File: src/design/gtl_pkg.sv
// Shared types, character codes and the letter mapping ROM of the transliterator.
package gtl_pkg;

  // Item kinds on the input channel
  localparam logic FUNC_DATA = 1'b0;
  localparam logic FUNC_END  = 1'b1;

  // ISO-8859-7 codes with special handling
  localparam logic [7:0] GR_MU_UC   = 8'd204;
  localparam logic [7:0] GR_NU_UC   = 8'd205;
  localparam logic [7:0] GR_MU_LC   = 8'd236;
  localparam logic [7:0] GR_NU_LC   = 8'd237;
  localparam logic [7:0] GR_PI_UC   = 8'd208;
  localparam logic [7:0] GR_PI_LC   = 8'd240;
  localparam logic [7:0] GR_TAU_UC  = 8'd212;
  localparam logic [7:0] GR_TAU_LC  = 8'd244;
  localparam logic [7:0] GR_XI_UC   = 8'd206;
  localparam logic [7:0] GR_PSI_UC  = 8'd216;
  localparam logic [7:0] GR_XI_LC   = 8'd238;
  localparam logic [7:0] GR_PSI_LC  = 8'd248;
  localparam logic [7:0] CH_BSLASH  = 8'd92;

  // Latin codes produced by special cases
  localparam logic [7:0] LT_NEWLINE = 8'd10;
  localparam logic [7:0] LT_S_UC    = 8'd83;
  localparam logic [7:0] LT_S_LC    = 8'd115;
  localparam logic [7:0] LT_B_UC    = 8'd66;
  localparam logic [7:0] LT_B_LC    = 8'd98;
  localparam logic [7:0] LT_D_UC    = 8'd68;
  localparam logic [7:0] LT_D_LC    = 8'd100;

  // Results per item and depth of the front-to-back queue
  localparam int MAX_RESULTS   = 3;
  localparam int QUEUE_DEPTH   = 2;

  // One classified item: up to three bytes and how many are valid
  typedef struct packed {
    logic [1:0]                   cnt;
    logic [MAX_RESULTS-1:0][7:0]  bytes;
  } gtl_entry_t;

  // Letter ROM; zero means no mapping
  function automatic logic [7:0] rom_main(input logic [7:0] b);
    logic [7:0] r;
    unique case (b)
      8'd182: r = 8'd65;   8'd184: r = 8'd69;   8'd185: r = 8'd72;
      8'd186: r = 8'd73;   8'd188: r = 8'd79;   8'd190: r = 8'd89;
      8'd191: r = 8'd87;   8'd192: r = 8'd105;  8'd193: r = 8'd65;
      8'd194: r = 8'd86;   8'd195: r = 8'd71;   8'd196: r = 8'd68;
      8'd197: r = 8'd69;   8'd198: r = 8'd90;   8'd199: r = 8'd72;
      8'd200: r = 8'd56;   8'd201: r = 8'd73;   8'd202: r = 8'd75;
      8'd203: r = 8'd76;   8'd204: r = 8'd77;   8'd205: r = 8'd78;
      8'd206: r = 8'd75;   8'd207: r = 8'd79;   8'd208: r = 8'd80;
      8'd209: r = 8'd82;   8'd211: r = 8'd83;   8'd212: r = 8'd84;
      8'd213: r = 8'd89;   8'd214: r = 8'd70;   8'd215: r = 8'd88;
      8'd216: r = 8'd80;   8'd217: r = 8'd87;   8'd218: r = 8'd73;
      8'd219: r = 8'd89;   8'd220: r = 8'd97;   8'd221: r = 8'd101;
      8'd222: r = 8'd104;  8'd223: r = 8'd105;  8'd224: r = 8'd121;
      8'd225: r = 8'd97;   8'd226: r = 8'd118;  8'd227: r = 8'd103;
      8'd228: r = 8'd100;  8'd229: r = 8'd101;  8'd230: r = 8'd122;
      8'd231: r = 8'd104;  8'd232: r = 8'd56;   8'd233: r = 8'd105;
      8'd234: r = 8'd107;  8'd235: r = 8'd108;  8'd236: r = 8'd109;
      8'd237: r = 8'd110;  8'd238: r = 8'd107;  8'd239: r = 8'd111;
      8'd240: r = 8'd112;  8'd241: r = 8'd114;  8'd242: r = 8'd115;
      8'd243: r = 8'd115;  8'd244: r = 8'd116;  8'd245: r = 8'd121;
      8'd246: r = 8'd102;  8'd247: r = 8'd120;  8'd248: r = 8'd112;
      8'd249: r = 8'd119;  8'd250: r = 8'd105;  8'd251: r = 8'd121;
      8'd252: r = 8'd111;  8'd253: r = 8'd121;  8'd254: r = 8'd119;
      default: r = 8'd0;
    endcase
    return r;
  endfunction

  // Mapped letter, or the byte itself when the ROM has no entry
  function automatic logic [7:0] map_byte(input logic [7:0] b);
    logic [7:0] r;
    r = rom_main(b);
    return (r != 8'd0) ? r : b;
  endfunction

  function automatic logic is_mn(input logic [7:0] b);
    return (b == GR_MU_UC) || (b == GR_NU_UC) || (b == GR_MU_LC) || (b == GR_NU_LC);
  endfunction

endpackage

File: src/design/gtl_queue.sv
// Short register queue between the front end and the output sequencer.
module gtl_queue #(
  parameter int DEPTH = gtl_pkg::QUEUE_DEPTH
) (
  input  logic                clk,
  input  logic                rst_n,
  input  logic                push,
  input  gtl_pkg::gtl_entry_t push_entry,
  output logic                full,
  input  logic                pop,
  output logic                head_valid,
  output gtl_pkg::gtl_entry_t head_entry
);

  localparam int PtrW = $clog2(DEPTH);
  localparam int CntW = $clog2(DEPTH + 1);

  gtl_pkg::gtl_entry_t slots_r [DEPTH];
  logic [PtrW-1:0] wr_ptr_r, rd_ptr_r;
  logic [CntW-1:0] count_r;

  function automatic logic [PtrW-1:0] ptr_inc(input logic [PtrW-1:0] p);
    return (p == PtrW'(DEPTH - 1)) ? '0 : p + 1'b1;
  endfunction

  assign full       = (count_r == CntW'(DEPTH));
  assign head_valid = (count_r != '0);
  assign head_entry = slots_r[rd_ptr_r];

  // Entry storage
  always_ff @(posedge clk) begin
    if (push) begin
      slots_r[wr_ptr_r] <= push_entry;
    end
  end

  // Pointers and fill count
  always_ff @(posedge clk) begin
    if (!rst_n) begin
      wr_ptr_r <= '0;
      rd_ptr_r <= '0;
      count_r  <= '0;
    end else begin
      if (push) wr_ptr_r <= ptr_inc(wr_ptr_r);
      if (pop)  rd_ptr_r <= ptr_inc(rd_ptr_r);
      if (push && !pop)      count_r <= count_r + 1'b1;
      else if (pop && !push) count_r <= count_r - 1'b1;
    end
  end

  a_no_overflow: assert property (@(posedge clk) disable iff (!rst_n)
    push |-> (!full || pop))
    else $error("queue written while full");

  a_no_underflow: assert property (@(posedge clk) disable iff (!rst_n)
    pop |-> head_valid)
    else $error("queue popped while empty");

endmodule

File: config.mk
export PLATFORM = sky130hd
export DESIGN_NAME = gtl_queue
export DESIGN_NICKNAME = d
export VERILOG_FILES = /design/src/design/gtl_pkg.sv /design/src/design/gtl_queue.sv
export SDC_FILE = /design/constraint.sdc
export NUM_CORES = 1
export LEC_CHECK = 0
export BUFFER_PORTS_ARGS = -buffer_cell sky130_fd_sc_hd__buf_4
export CORE_ASPECT_RATIO = 1.5
export CORE_MARGIN = 2
export CORE_UTILIZATION = 45
export DETAILED_ROUTE_END_ITERATION = 7
export GPL_TIMING_DRIVEN = 0
export PLACE_DENSITY_LB_ADDON = 0.15
export SETUP_SLACK_MARGIN = 0.2
export SLEW_MARGIN = 40
export SYNTH_ARGS = -nofsm -noshare
export SYNTH_HDL_FRONTEND = slang
export SYNTH_SLANG_ARGS = --single-unit
File: constraint.sdc
create_clock -name clk -period 2.68 [get_ports clk]
set_clock_uncertainty 0.15 [all_clocks]
set_input_delay 0.536 -clock clk [delete_from_list [all_inputs] [get_ports clk]]
set_output_delay 0.536 -clock clk [all_outputs]
set_load 0.01 [all_outputs]
# ---- Word level (Yosys, flattened, before mapping)
# Memory sizes are Yosys's and may differ from the RTL's. A register that Yosys moved wholly into a read port is not among the register bits.
# Index checks and enable logic that the tools add are counted.
dict set report word_totals {
  reg_bits 4
  mem_bits_rw 52
  input_bits 30
  out_inout_bits 28
  mem_count 1
}
# memory depth word_bits read_ports rd_clocked_by_memory_dff wr line
set mem_list {}
lappend mem_list {slots_r 2 26 1 1 1 gtl_queue.sv:18} ;# gtl_pkg::gtl_entry_t slots_r [DEPTH];
dict set report classes {
  addsub 4
  eq_ne 1
  muxes 8
  reduce_logical 6
}
# cell n
set ops {}
lappend ops {{1-bit 2-to-1 mux} 6}
lappend ops {{2-bit 2-to-1 mux} 2}
lappend ops {{2-bit nonzero test} 2}
lappend ops {{1-bit adder (second input constant)} 2}
lappend ops {{2-bit by 1-bit adder with 2-bit output (second input constant)} 1}
lappend ops {{2-bit equality test (second input constant)} 1}
lappend ops {{1-bit logical AND} 2}
lappend ops {{1-bit logical NOT} 2}
lappend ops {{2-bit by 1-bit subtractor with 2-bit output (second input constant)} 1}

# ---- Depth between registers and ports, before layout
dict set report depth {
  ltp_word 4
  ltp_mapped 5
  depth_no_buf 5
}

# ---- Worst setup path after synthesis
# OpenSTA, ideal clock, no wires.
dict set report synth_timing {
  path_type {input to register}
  start {input port push}
  end {memory slots_r[0][0] (netlist bit), enable pin}
  setup_time_ns 0.413
  arrival_ns 1.758
  required_time_ns 2.117
  slack_ns 0.358
  path_stages 1
  path_buffers 0
  cell_sequence {nor2b_1}
}
dict set report synth_between {
  elab_chain_cells 2
}
# item line
set synth_lines {}
lappend synth_lines {{start: declaration} gtl_queue.sv:7} ;# input logic push,
lappend synth_lines {{1-bit 2-to-1 mux} gtl_queue.sv:32} ;# if (push) begin
lappend synth_lines {{1-bit 2-to-1 mux (not written as such)} gtl_queue.sv:33} ;# slots_r[wr_ptr_r] <= push_entry;
lappend synth_lines {{end: declaration} gtl_queue.sv:18}
# No other way between the ends.

==> summary.txt <==
Outcome
  • Status: finished, final reports clean

Synth
  • Cell area after synthesis: around 2100 µm²
  • Synth Area in Compound Gates: 0.00952
  • Top-area cell type share of the netlist area: 0.742
  • Synth Register Bits: 57
  • Register area share after synthesis: 0.790
  • Synth area leader: edfxtp_1
  • Multiplexer share of the synthesized area: 0.139
  • Synthesized netlist cell count: 103
  • Number of synthesized flops with an enable pin: 52
  • Largest family of logic cells by synthesized area: multiplexers
  • Syn avg cell area: 20.4 µm²
  • Synth Warn #: 0
  • Largest cells by area after synthesis: edfxtp_1 (74%), mux2_2 (14%), dfxtp_1 (4.8%), and2_1 (1.2%), buf_6 (1.1%)
  • Top-count cell post-synth: edfxtp_1
  • Yosys cell types: 17
  • Synth top cells by count: edfxtp_1 (52), mux2_2 (26), dfxtp_1 (5)
  • Synth Area in Simple Gates: 0.0280
  • Syn_nets: 134
  • Area share of fa/ha/maj cells after synthesis: 0.00595
  • Async S/R FF share, synth: 0
  • Synth Area in XOR/XNOR: 0.0125
  • Most used DFF post-synth: edfxtp_1

Timing
  • Max frequency: 453 MHz
  • Slew HR: 0.581
  • RSZ-0062 raised after global routing: no
  • Hold Fails Final Rpt: 0
  • Worst-margin pin slew: 629 ps
  • Tmin final: 2210 ps
  • Period Utilization, post-route: 0.824
  • Max Slew Vio Count: 0
  • Final setup vio count: 0

Pwr
  • Pwr dens: 718 nW/µm²
  • Max VDD drop: 0.400 mV
  • Cell leakage power: 0.00109 µW

Min path
  • WHS Path Cells: 1
  • HP Start: push_entry[24]
  • Hold worst-path end: slots_r[1][24]$_DFFE_PP_
  • Hold WC Path Type: input port to flop

Global routing
  • GRT Total Usage: 0.143
  • Vias in the first global route: 1142
  • First-pass GRT wire length: a little over 5000 µm
  • Initial antenna violation count: 0
  • Total grt overflow: 0
  • Maximum number of pins on one net before global-route repair: 27

Worst setup path
  • Crit Path Category: flop to output pin
  • Crit-path max cell delay: 340 ps
  • Reg2Reg Launch Point: wr_ptr_r$_SDFFE_PN0P_
  • Crit-path cells: buf_2 > buf_6 > mux2_2 > buf_4
  • Worst Path Required: 1990 ps
  • Worst Setup Start Kind: flop
  • Crit-path leading delay family: buffers and inverters
  • Max FO, Critical Path: 10
  • R2R Setup Slk: 1190 ps
  • Worst endpoint data arrival time: 1520 ps
  • CP Capture Type: output pin
  • Slowest-stage cell, CP: mux2_2
  • R2r worst-path depth: 1
  • Buf/Inv on CP: 3
  • R2r endpoint: slots_r[1][7]$_DFFE_PP_

Floorplan
  • Starting Density: 0.467
  • Core ar.: 4500 µm²
  • # rows: 30
  • IO Pins: slightly below 60
  • Full die area: roughly 5200 µm²
  • Horiz. Die Dim: 59.8 µm
  • DIE HEIGHT: 87.7 µm

Clock network
  • Skew-Pair Late Insertion Delay: 320 ps
  • TritonCTS Sinks: 57
  • CTS tree: done
  • Clk slew on worst S/H paths: 60 ps
  • Hold buffer count at cts: 0
  • Post-CTS Setup Inserts: 0
  • Num CTS Buffers: 9
  • CTS Root Cell: clkbuf_8
  • Clk buf depth: 2
  • CTS H-tree depth: 3
  • CTS resizes: 0

Finish
  • Fin cells: 225
  • Fin util: 0.623
  • Sequential Area: 1660 µm²
  • Multi-input logic area: 419 µm²
  • Share of layout cells above drive strength 1: 0.576
  • Fillcell total: 351
  • Layout area overhead: 33.4%
  • Ant diodes: 0
  • Layout net count: slightly above 200

Detailed routing
  • Top Layer Used: met4
  • Iteration-0 DRC Markers: 22
  • WL/cell: 14.9 µm
  • Met2 routed WL: between 1500 and 2000 µm
  • Post-route ant nets: 0
  • Vias per cell: 4.94
  • Final WL: roughly 3400 µm
  • Met3 WL: about 240 µm
  • Vias: 1112
  • DRC: 0
  • WL met1: 1240 µm
  • Drt pass-1 iters: 4

Placement
  • PortBufs: 57
  • Post-DP HPWL: between 2000 and 2500 µm
  • Cells after DPL: between 200 and 250
  • Final Wtd Congestion: 0.621

Flow run
  • Max-cap violation count: 0
metal layers:
| metal | track usage | vias up |
|---|---|---|
| li1 | - | 533 |
| met1 | 0.150 | 531 |
| met2 | 0.221 | 38 |
| met3 | 0.0679 | 10 |
| met4 | 0.0970 | 0 |
| met5 | 0 | - |
where the power goes:
part	switching (µW)	internal (µW)
sequential	14.2	1030
clock	301	418
combinational	107	150
state kept, by name, summed over array words and instances, names as in the netlist, named ones only:
register	cells
count_r	2
rd_ptr_r	1
slots_r	52
wr_ptr_r	1
through the flow:
stage	total power, µW	TNS [ps]	area [µm²]	hold slack (ps)	worst slack [ps]
floorplan	1180	0	2100	311	358
global placement	1300	-9030	2590	324	-339
detailed placement	1320	0	2630	382	802
CTS	2050	0	2810	225	438
global route	2100	0	2810	224	384
finish	2020	0	2810	241	471
cells in the final DEF (no fill, tap or decap):
cell type,synthesis,final
buf_4,0,57
edfxtp_1,52,52
mux2_2,26,26
clkbuf_8,0,9
dfxtp_1,5,5
and2_1,4,3
clkinv_1,0,3
buf_6,2,2
xor2_1,2,2
clkbuf_1,0,2
buf_2,1,1
inv_1,1,1
or2_2,1,1
and2_2,0,1
and2b_2,1,1
nor2b_4,0,1
xnor2_1,1,1
nor2b_1,2,1
o21a_1,1,1
o21ai_0,1,1
or3_1,1,1
a21boi_1,1,1
ha_1,1,1
bufinv_16,0,1
clkinv_2,0,1
buf_16,0,1
worst max-delay path by stage:
stage / start / slack [ps] / cells after the start / to
after global placement: push / -340 / 2 / slots_r[0][18]$_DFFE_PP_
final: flop / 470 / 4 / head_entry[4]
after floorplan: push / 360 / 1 / slots_r[0][0]$_DFFE_PP_
after CTS: flop / 440 / 4 / head_entry[4]
after detailed placement: flop / 800 / 4 / head_entry[4]
after global routing: flop / 380 / 4 / head_entry[21]
logic make-up after synthesis:
family / count (synthesis)
compound gates: 3
xor+xnor: 3
fa+ha+maj: 1
buf+inv: 4
flops: 57
mux: 26
simple gates: 9
area by class of cell:
type,instances,share of cell area
Buffer,3,0.00981
Multi-Input combinational cell,42,0.149
Inverter,1,0.00134
Tap cell,48,0.0214
Timing Repair Buffer,58,0.162
Sequential cell,57,0.592
Clock inverter,5,0.0165
Clock buffer,11,0.0468
Power figures use the tool's default switching activity.
