===== src/design/gtl_pkg.sv =====
// Shared types, character codes and the letter mapping ROM of the transliterator.
package gtl_pkg;

  // Item kinds on the input channel
  localparam logic FUNC_DATA = 1'b0;
  localparam logic FUNC_END  = 1'b1;

  // ISO-8859-7 codes with special handling
  localparam logic [7:0] GR_MU_UC   = 8'd204;
  localparam logic [7:0] GR_NU_UC   = 8'd205;
  localparam logic [7:0] GR_MU_LC   = 8'd236;
  localparam logic [7:0] GR_NU_LC   = 8'd237;
  localparam logic [7:0] GR_PI_UC   = 8'd208;
  localparam logic [7:0] GR_PI_LC   = 8'd240;
  localparam logic [7:0] GR_TAU_UC  = 8'd212;
  localparam logic [7:0] GR_TAU_LC  = 8'd244;
  localparam logic [7:0] GR_XI_UC   = 8'd206;
  localparam logic [7:0] GR_PSI_UC  = 8'd216;
  localparam logic [7:0] GR_XI_LC   = 8'd238;
  localparam logic [7:0] GR_PSI_LC  = 8'd248;
  localparam logic [7:0] CH_BSLASH  = 8'd92;

  // Latin codes produced by special cases
  localparam logic [7:0] LT_NEWLINE = 8'd10;
  localparam logic [7:0] LT_S_UC    = 8'd83;
  localparam logic [7:0] LT_S_LC    = 8'd115;
  localparam logic [7:0] LT_B_UC    = 8'd66;
  localparam logic [7:0] LT_B_LC    = 8'd98;
  localparam logic [7:0] LT_D_UC    = 8'd68;
  localparam logic [7:0] LT_D_LC    = 8'd100;

  // Results per item and depth of the front-to-back queue
  localparam int MAX_RESULTS   = 3;
  localparam int QUEUE_DEPTH   = 2;

  // One classified item: up to three bytes and how many are valid
  typedef struct packed {
    logic [1:0]                   cnt;
    logic [MAX_RESULTS-1:0][7:0]  bytes;
  } gtl_entry_t;

  // Letter ROM; zero means no mapping
  function automatic logic [7:0] rom_main(input logic [7:0] b);
    logic [7:0] r;
    unique case (b)
      8'd182: r = 8'd65;   8'd184: r = 8'd69;   8'd185: r = 8'd72;
      8'd186: r = 8'd73;   8'd188: r = 8'd79;   8'd190: r = 8'd89;
      8'd191: r = 8'd87;   8'd192: r = 8'd105;  8'd193: r = 8'd65;
      8'd194: r = 8'd86;   8'd195: r = 8'd71;   8'd196: r = 8'd68;
      8'd197: r = 8'd69;   8'd198: r = 8'd90;   8'd199: r = 8'd72;
      8'd200: r = 8'd56;   8'd201: r = 8'd73;   8'd202: r = 8'd75;
      8'd203: r = 8'd76;   8'd204: r = 8'd77;   8'd205: r = 8'd78;
      8'd206: r = 8'd75;   8'd207: r = 8'd79;   8'd208: r = 8'd80;
      8'd209: r = 8'd82;   8'd211: r = 8'd83;   8'd212: r = 8'd84;
      8'd213: r = 8'd89;   8'd214: r = 8'd70;   8'd215: r = 8'd88;
      8'd216: r = 8'd80;   8'd217: r = 8'd87;   8'd218: r = 8'd73;
      8'd219: r = 8'd89;   8'd220: r = 8'd97;   8'd221: r = 8'd101;
      8'd222: r = 8'd104;  8'd223: r = 8'd105;  8'd224: r = 8'd121;
      8'd225: r = 8'd97;   8'd226: r = 8'd118;  8'd227: r = 8'd103;
      8'd228: r = 8'd100;  8'd229: r = 8'd101;  8'd230: r = 8'd122;
      8'd231: r = 8'd104;  8'd232: r = 8'd56;   8'd233: r = 8'd105;
      8'd234: r = 8'd107;  8'd235: r = 8'd108;  8'd236: r = 8'd109;
      8'd237: r = 8'd110;  8'd238: r = 8'd107;  8'd239: r = 8'd111;
      8'd240: r = 8'd112;  8'd241: r = 8'd114;  8'd242: r = 8'd115;
      8'd243: r = 8'd115;  8'd244: r = 8'd116;  8'd245: r = 8'd121;
      8'd246: r = 8'd102;  8'd247: r = 8'd120;  8'd248: r = 8'd112;
      8'd249: r = 8'd119;  8'd250: r = 8'd105;  8'd251: r = 8'd121;
      8'd252: r = 8'd111;  8'd253: r = 8'd121;  8'd254: r = 8'd119;
      default: r = 8'd0;
    endcase
    return r;
  endfunction

  // Mapped letter, or the byte itself when the ROM has no entry
  function automatic logic [7:0] map_byte(input logic [7:0] b);
    logic [7:0] r;
    r = rom_main(b);
    return (r != 8'd0) ? r : b;
  endfunction

  function automatic logic is_mn(input logic [7:0] b);
    return (b == GR_MU_UC) || (b == GR_NU_UC) || (b == GR_MU_LC) || (b == GR_NU_LC);
  endfunction

endpackage


===== src/design/gtl_back.sv =====
// Back end: steps through each queued entry and drives one byte per output item.
module gtl_back (
  input  logic                clk,
  input  logic                rst_n,
  input  logic                head_valid,
  input  gtl_pkg::gtl_entry_t head_entry,
  output logic                pop,
  output logic                out_valid,
  input  logic                out_ready,
  output logic [7:0]          out_byte,
  output logic                out_last
);

  logic       out_valid_r;
  logic [7:0] out_byte_r;
  logic       out_last_r;
  logic [1:0] idx_r, idx_nxt;
  logic       load, is_last;

  assign load    = head_valid && (!out_valid_r || out_ready);
  assign is_last = (idx_r == head_entry.cnt - 2'd1);
  assign pop     = load && is_last;
  assign idx_nxt = is_last ? 2'd0 : idx_r + 2'd1;

  // Byte index within the head entry
  always_ff @(posedge clk) begin
    if (!rst_n) begin
      idx_r <= 2'd0;
    end else if (load) begin
      idx_r <= idx_nxt;
    end
  end

  // Output register
  always_ff @(posedge clk) begin
    if (!rst_n) begin
      out_valid_r <= 1'b0;
    end else if (load) begin
      out_valid_r <= 1'b1;
    end else if (out_ready) begin
      out_valid_r <= 1'b0;
    end
  end

  always_ff @(posedge clk) begin
    if (load) begin
      out_byte_r <= head_entry.bytes[idx_r];
      out_last_r <= is_last;
    end
  end

  assign out_valid = out_valid_r;
  assign out_byte  = out_byte_r;
  assign out_last  = out_last_r;

  // Mid-entry index only exists while the entry is still queued
  a_idx_in_range: assert property (@(posedge clk) disable iff (!rst_n)
    (idx_r != 2'd0) |-> (head_valid && idx_r < head_entry.cnt))
    else $error("byte index outside head entry");

endmodule


===== config.mk =====
export PLATFORM = sky130hd
export DESIGN_NAME = gtl_back
export DESIGN_NICKNAME = d
export VERILOG_FILES = /design/src/design/gtl_pkg.sv /design/src/design/gtl_back.sv
export SDC_FILE = /design/constraint.sdc
export NUM_CORES = 1
export LEC_CHECK = 0
export ABC_AREA = 1
export BUFFER_PORTS_ARGS = -buffer_cell sky130_fd_sc_hd__buf_2
export CORE_MARGIN = 2
export CORE_UTILIZATION = 41
export DETAILED_ROUTE_END_ITERATION = 10
export HOLD_SLACK_MARGIN = 0.1
export PLACE_DENSITY = 0.77
export SLEW_MARGIN = 10
export SYNTH_ARGS = -nofsm -noshare
export SYNTH_HDL_FRONTEND = slang
export SYNTH_SLANG_ARGS = --single-unit

===== constraint.sdc =====
create_clock -name clk -period 1.4 [get_ports clk]
set_clock_uncertainty 0.05 [all_clocks]
set_input_delay 0.21 -clock clk [delete_from_list [all_inputs] [get_ports clk]]
set_output_delay 0.21 -clock clk [all_outputs]
set_load 0.1 [all_outputs]

[Yosys cells after proc, flatten, opt, wreduce, memory -nomap -nowiden]
Index checks and enable logic that the tools add are counted.
Storage, ports and cells
  bits in writable memories: 0
  register bits after elaboration: 12
  word-level logic and storage cells: 18
  memories: 0
  bits in latches: 0
  bits in read-only memories: 0
  output and inout port bits: 11
Operators by class
  divide/modulo/power cells: 0
  magnitude comparators: 1
  bitwise operators: 0
  equality and inequality tests: 1
  add/subtract/negate cells: 2
  multipliers: 0
  muxes and demuxes: 5
  reduce and logical (&&, ||, !) cells: 5
  shift operators: 0
Operators with widths (count)
  $bmux 8 s2: 1
  $mux 8: 1
  $lt 2x3->1 const B: 1
  $add 2x1->2 const B: 1
  $eq 2x2->1: 1
  $logic_and 1x1->1: 2
  $mux 1: 2
  $mux 2: 1
  $reduce_bool 2->1: 1
  $sub 2x1->2 const B: 1
  $logic_not 1->1: 1
  $logic_or 1x1->1: 1

[Longest topological paths before layout]
Gate-level depths: netlist of the first run.
  word-level depth: 4
  mapped depth: 7

[Worst setup path after synthesis of the first run]
OpenSTA, ideal clock, no wires.
  path kind: flip-flop to output port
  start: reg out_valid_r (netlist: out_valid)
  end: out pop
  arrival time: 1505 ps
  setup slack: -365 ps
  buffers on the path: 0
  required time: 1140 ps
  stages on the path, launching flop included: 4
  cells stage by stage: dfxtp_1 > nand2_2 > nand2_2 > nor2_4
On the way
  cells in the longest elaborated chain, start to end: 4
Ends and longest elaborated chain
  start, declared: RTL line gtl_back.sv:14  | logic out_valid_r;
  start signal, assigned: RTL line gtl_back.sv:37  | out_valid_r <= 1'b0;
  start signal, assigned: RTL line gtl_back.sv:39  | out_valid_r <= 1'b1;
  start signal, assigned: RTL line gtl_back.sv:41  | out_valid_r <= 1'b0;
  $logic_not 1->1: RTL line gtl_back.sv:20  | assign load = head_valid && (!out_valid_r || out_ready);
  $logic_or 1x1->1: RTL line gtl_back.sv:20
  $logic_and 1x1->1: RTL line gtl_back.sv:20
  $logic_and 1x1->1: RTL line gtl_back.sv:22  | assign pop = load && is_last;
  end, declared: RTL line gtl_back.sv:7  | output logic pop,
Every way passes these cells.

[Worst setup path after layout of the first run]
  start: reg idx_r[1]
  end: out pop
On the way
  cells in the longest elaborated chain, start to end: 2
Ends and longest elaborated chain
  start, declared: RTL line gtl_back.sv:17  | logic [1:0] idx_r, idx_nxt;
  start signal, assigned: RTL line gtl_back.sv:30  | idx_r <= idx_nxt;
  $eq 2x2->1: RTL line gtl_back.sv:21  | assign is_last = (idx_r == head_entry.cnt - 2'd1);
  $logic_and 1x1->1: RTL line gtl_back.sv:22
Every way passes these cells.

==> results.sh, run 1 <==
export IMPL_path_clk_slew_ns=0.08
export IMPL_synthCells=76
export IMPL_start_kind="register"
export IMPL_route_vias_total=740
export IMPL_cpPeakStageDelay_ns=0.39
export IMPL_clk_latency_ns=0.28
export IMPL_dr_pass1_iters=5
export IMPL_syn_area_sq_um=679.4
export IMPL_dieWidth_um=44.71
export IMPL_period_share_pct=107.2
export IMPL_worst_slew_pin_slew_ns=0.4870
export IMPL_vdd_drop_max_mv=0.6519
export IMPL_endpoint_kind="output port"
export IMPL_wire_per_inst_um=12.31
export IMPL_routed_wl_mm=1.761
export IMPL_yosysSeqAreaShare_pct=48.62
export IMPL_fmax_ghz=0.6665
export IMPL_rows=14
export IMPL_slew_headroom_pct=67.76
export IMPL_holdBufCountCts=0
export IMPL_p_per_area_nw_per_um2=1178
export IMPL_hold_violations=0
export IMPL_cts_max_level=1
export IMPL_critPathKind="reg2out"
export IMPL_ys_types=19
export IMPL_ys_seq_elements=12
export IMPL_fp_coreArea_sq_um=1524
export IMPL_grt_use_total_pct=19.07
export IMPL_drtIter0Drc=3
export IMPL_worstPathRequired_ns=1.14
export IMPL_crit_chain="inv_4, nand2_4, nand2_2, nand2_2, nand2_4, nor2_4, buf_12"
export IMPL_violations="setup timing"
export IMPL_crit_fanout=3
export IMPL_slowest_stage="dfxtp_4"
export IMPL_layout_setup_ws_ns=-0.1003
export IMPL_cts_buffers=3
export IMPL_grt_pass1_wl_mm=2.642
export IMPL_portBuffers=40
export IMPL_drc=0
export IMPL_crit_buf_inv=2
export IMPL_grt_max_degree=18
export IMPL_die_area_sq_um=1999
export IMPL_initial_core_util_pct=44.58
export IMPL_synth_top_area_share_pct=39.78
export IMPL_gp_congestion=0.7888
export IMPL_via_per_inst=5.175
export IMPL_layout_nets=158
export IMPL_tritoncts="yes"
export IMPL_die_h_um=44.71
export IMPL_drv_slew=0
export IMPL_cts_buffer_depth=2
export IMPL_syn_to_final_growth_pct=48.99
export IMPL_power_leakage_nw=0.5012
export IMPL_grt_overflow=0
export IMPL_detail_route_antenna_nets=0
export IMPL_ctsRootBufferMaster="clkbuf_4"
export IMPL_setup_violations=1
export IMPL_critPathTopFamily="flip-flops"
export IMPL_postSynthNetCount=106
export IMPL_rsz0062_at_grt="yes"
export IMPL_max_cap_violations=0
export IMPL_place_hpwl_mm=1.287
export IMPL_clock_sinks=12
export IMPL_insertedDiodeCount=0
export IMPL_drive_gt1_share_pct=55.12
export IMPL_final_util_pct=66.42
export IMPL_arrival_ns=1.24
export IMPL_synth_top_area_cell="edfxtp_1"
export IMPL_hold_path_class="in2reg"
export IMPL_first_global_vias=657
export IMPL_avgSynthCellArea_sq_um=8.940
export IMPL_io_pins=41
export IMPL_min_period_ns=1.500
export IMPL_yosysWarnings=0
export IMPL_place_ws_ns=0.03693
export IMPL_status="complete, but fails checks"
export IMPL_synth_area_top_cells="edfxtp_1 40%, dfxtp_1 8.8%, nand3_1 7.4%"
export IMPL_grt_antenna_before_repair=0
## flip-flops by register name (all words and copies together), names as in the netlist
signal     count
idx_r          2
out_last       1
out_valid      1
out_byte       8
## power breakdown
part | internal (mW) | switching, mW
Sequential | 0.425 | 0.0147
Clock | 0.158 | 0.125
Combinational | 0.125 | 0.344
## per-stage QoR
| step | total power, mW | setup TNS, ns | instance area [sq um] | hold slack, ns | instances |
|---|---|---|---|---|---|
| floorplan | 0.7889 | -0.03468 | 683.2 | 0.2824 | 76 |
| global placement | 0.8853 | 0 | 918.4 | 0.4322 | 133 |
| detailed placement | 0.8930 | 0 | 918.4 | 0.4287 | 133 |
| CTS | 1.187 | -0.08567 | 1005 | 0.1415 | 142 |
| global route | 1.248 | -0.2056 | 1012 | 0.1388 | 143 |
| finish | 1.193 | -0.1003 | 1012 | 0.1482 | 143 |
## cell usage after synthesis
library cell and instances:
nand4_1 1, nand2_2 5, buf_4 1, o21ai_1 8
nand3_2 1, o21ai_0 8, inv_1 6, a21oi_1 2
nor3_1 1, nand3_1 10, nand2_4 3, nor2_1 8
buf_6 2, inv_2 2, nand2_1 4, dfxtp_1 3
nor2_4 1, edfxtp_1 9, nor2_2 1
## tightest hold or removal path: cells and delay by family
family	cells	cell delay, ns
buffers and inverters	2	0.19
AO/OA/AOI/OAI	1	0.05
## per-layer routing
layer	up-vias	GRT usage (%)	wire length [um]
met3	6	4.800	135
met4	0	10.91	36
met1	340	21.03	705
met2	31	33.04	885
met5	-	0	0
li1	363	-	-
## cell families (layout without fill, tap and decap cells)
logic type	count (synthesis)	in the layout	share of synthesized area (%)
AO/OA/AOI/OAI	18	18	13.26
buffers and inverters	11	62	8.840
AND/OR/NAND/NOR	35	35	29.28
flip-flops	12	12	48.62
## layout make-up
class | count | area, sq um
Inverter | 8 | 32.53
Sequential cell | 12 | 339.1
Clock buffer | 4 | 36.28
Timing Repair Buffer | 50 | 290.3
Tap cell | 16 | 20.02
Multi-Input combinational cell | 53 | 294.0
Fill cell | 140 | 511.7
## cell usage in the layout, fill, tap and decap left out, drive strengths merged
cell type,count
nor2,10
nand4,1
a21oi,2
nand3,11
inv,8
nor3,1
nand2,12
o21ai,16
dfxtp,3
edfxtp,9
buf,50
clkbuf,4
## timing repair
item	in CTS	in global routing
pin swaps	1	0
cloned	0	0
resized for setup	5	0
setup buffers	5	1
endpoints found under the setup margin	1	2
## path summary, 6_finish.rpt
check             startpoint   endpoint  slack [ns]  cells after the start
hold / removal         rst_n  out_valid        0.15                      3
setup / recovery    idx_r[1]        pop       -0.10                      7
setup reg to reg    idx_r[1]   idx_r[1]        0.03                     11
hold reg to reg    out_valid  out_valid        0.50                      2
(Power assumes the default switching activity.)
==> inputs of run 2 (changes only) <==
Settings changed: CELL_PAD_IN_SITES_DETAIL_PLACEMENT set to 0, CELL_PAD_IN_SITES_GLOBAL_PLACEMENT set to 1, CORE_UTILIZATION 41 to 29, PLACE_DENSITY 0.77 to not set, PLACE_DENSITY_LB_ADDON set to 0.1.
==> run 2 against run 1 <==
Compared with the run above:
- the run still ends with setup timing left
- die area grew 37%
- combinational power is 3% lower
- hold slack worse by 0.011 ns
- flip-flop and latch count stayed put
- critical endpoint unchanged
- largest cell class unchanged
==> results.sh, run 2 (synthesis results as in run 1) <==
export IMPL_r2r_start="idx_r[0]"
export IMPL_cts_buffers=3
export IMPL_route_vias_total=670
export IMPL_place_ws_ns=0.1103
export IMPL_slew_headroom_pct=67.72
export IMPL_worstPathRequired_ns=1.14
export IMPL_clock_sinks=12
export IMPL_ctsRootBufferMaster="clkbuf_4"
export IMPL_final_util_pct=44.68
export IMPL_rsz0062_at_grt="yes"
export IMPL_holdBufCountCts=0
export IMPL_hold_start="rst_n"
export IMPL_gp_congestion=0.7012
export IMPL_critPathKind="reg2out"
export IMPL_grt_antenna_before_repair=0
export IMPL_fp_coreArea_sq_um=2212
export IMPL_final_common_cell="buf_2"
export IMPL_layout_setup_ws_ns=-0.08701
export IMPL_crit_chain="inv_2, nand2_2, nand2_2, nand2_2, nand2_4, nor2_4, buf_12"
export IMPL_status="complete, but fails checks"
export IMPL_tritoncts="yes"
export IMPL_dr_pass1_iters=2
export IMPL_insertedDiodeCount=0
export IMPL_vdd_drop_max_mv=0.5278
export IMPL_rr_endpoint="out_byte[4]"
export IMPL_min_path_cells=3
export IMPL_setup_tns_ns=-0.08701
export IMPL_via_per_inst=4.437
export IMPL_cpPeakStageDelay_ns=0.37
export IMPL_fin_worst_hold_slack_ns=0.1367
export IMPL_cts_buffer_depth=2
export IMPL_io_pins=41
export IMPL_arrival_ns=1.23
export IMPL_syn_to_final_growth_pct=45.49
export IMPL_fmax_ghz=0.6725
export IMPL_hold_path_class="in2reg"
export IMPL_power_leakage_nw=0.4759
export IMPL_layout_nets=154
export IMPL_p_per_area_nw_per_um2=1133
export IMPL_largest_reg_flops=8
export IMPL_die_area_sq_um=2746
export IMPL_stdcell_count=151
export IMPL_period_share_pct=106.2
export IMPL_violations="setup timing"
export IMPL_crit_fanout=3
export IMPL_path_common_cell="nand2_2"
export IMPL_drv_slew=0
export IMPL_r2r_setup_slack_ns=0.25
export IMPL_initial_core_util_pct=30.71
export IMPL_drive_gt1_share_pct=52.03
export IMPL_most_common_layout_cells="39 x buf_2, 10 x nand3_1, 9 x edfxtp_1"
export IMPL_wire_per_inst_um=11.14
export IMPL_grt_overflow=0
export IMPL_routed_wl_mm=1.682
export IMPL_place_hpwl_mm=1.270
export IMPL_hold_end="out_valid"
export IMPL_slowest_stage="dfxtp_2"
export IMPL_endpoint_kind="output port"
export IMPL_worst_slew_pin_slew_ns=0.4876
export IMPL_rows=17
export IMPL_dpl_cell_count=146
export IMPL_first_global_vias=636
export IMPL_start_kind="register"
export IMPL_die_h_um=52.40
export IMPL_clk_latency_ns=0.27
export IMPL_drtIter0Drc=5
export IMPL_cts_max_level=1
export IMPL_hold_violations=0
export IMPL_grt_use_total_pct=13.74
export IMPL_n_fill_cell=244
export IMPL_dieWidth_um=52.40
export IMPL_min_period_ns=1.487
export IMPL_drc=0
export IMPL_worst_r2r_cell_count=4
export IMPL_setup_violations=1
export IMPL_path_clk_slew_ns=0.08
export IMPL_detail_route_antenna_nets=0
export IMPL_grt_pass1_wl_mm=2.725
export IMPL_max_cap_violations=0
export IMPL_portBuffers=40
export IMPL_grt_max_degree=18
[run 2: worst max path at each step]
stage	from	end	cells past startpoint
after CTS	idx_r[1]	pop	7
after global placement	idx_r[1]	pop	7
after global routing	idx_r[1]	pop	7
after detailed placement	idx_r[1]	pop	7
final	idx_r[1]	pop	7
after floorplan	idx_r[1]	pop	6
[run 2: cell type report]
class | count | area (sq um) | share of cell area (%)
timing repair buffer | 46 | 272.8 | 27.59
tap | 28 | 35.03 | 3.544
multi-input combinational | 53 | 289.0 | 29.24
clock buffer | 4 | 26.28 | 2.658
sequential | 12 | 335.3 | 33.92
inverter | 8 | 30.03 | 3.038
[run 2: worst max-delay path, delay by kind of cell (launching register included)]
| kind | cells | cell delay [ns] |
|---|---|---|
| buffers and inverters | 2 | 0.23 |
| and+or+nand+nor | 5 | 0.36 |
| DFF | 1 | 0.37 |
[run 2: report_power, final]
| group | total, mW | internal, mW | switching (mW) | leakage [nW] |
|---|---|---|---|---|
| clock | 0.228 | 0.110 | 0.117 | 0.0150 |
| combinational | 0.454 | 0.117 | 0.337 | 0.348 |
| sequential | 0.438 | 0.426 | 0.0124 | 0.113 |
| total | 1.12 | 0.653 | 0.467 | 0.476 |
[run 2: through the flow]
stage | total power [mW] | area [sq um]
final | 1.120 | 988.4
after global routing | 1.177 | 988.4
after CTS | 1.140 | 988.4
after detailed placement | 0.9020 | 953.4
after global placement | 0.9004 | 953.4
after floorplan | 0.7889 | 683.2
[run 2: per-layer routing]
metal | GRT usage [%] | share of wire, % | routed length [um]
met5 | 0 | 0 | 0
met4 | 6.410 | 0.83 | 14
met3 | 2.571 | 7.0 | 117
met2 | 23.96 | 50 | 848
met1 | 16.02 | 42 | 700
[run 2: repair_timing]
| item | 4_1_cts | 5_1_grt |
|---|---|---|
| gates cloned | 0 | 0 |
| pin swaps | 1 | 0 |
| endpoints found under the setup margin | 1 | 1 |
| buffers inserted | 1 | 0 |
| hold endpoints to repair | 0 | 0 |
| resized for setup | 1 | 0 |
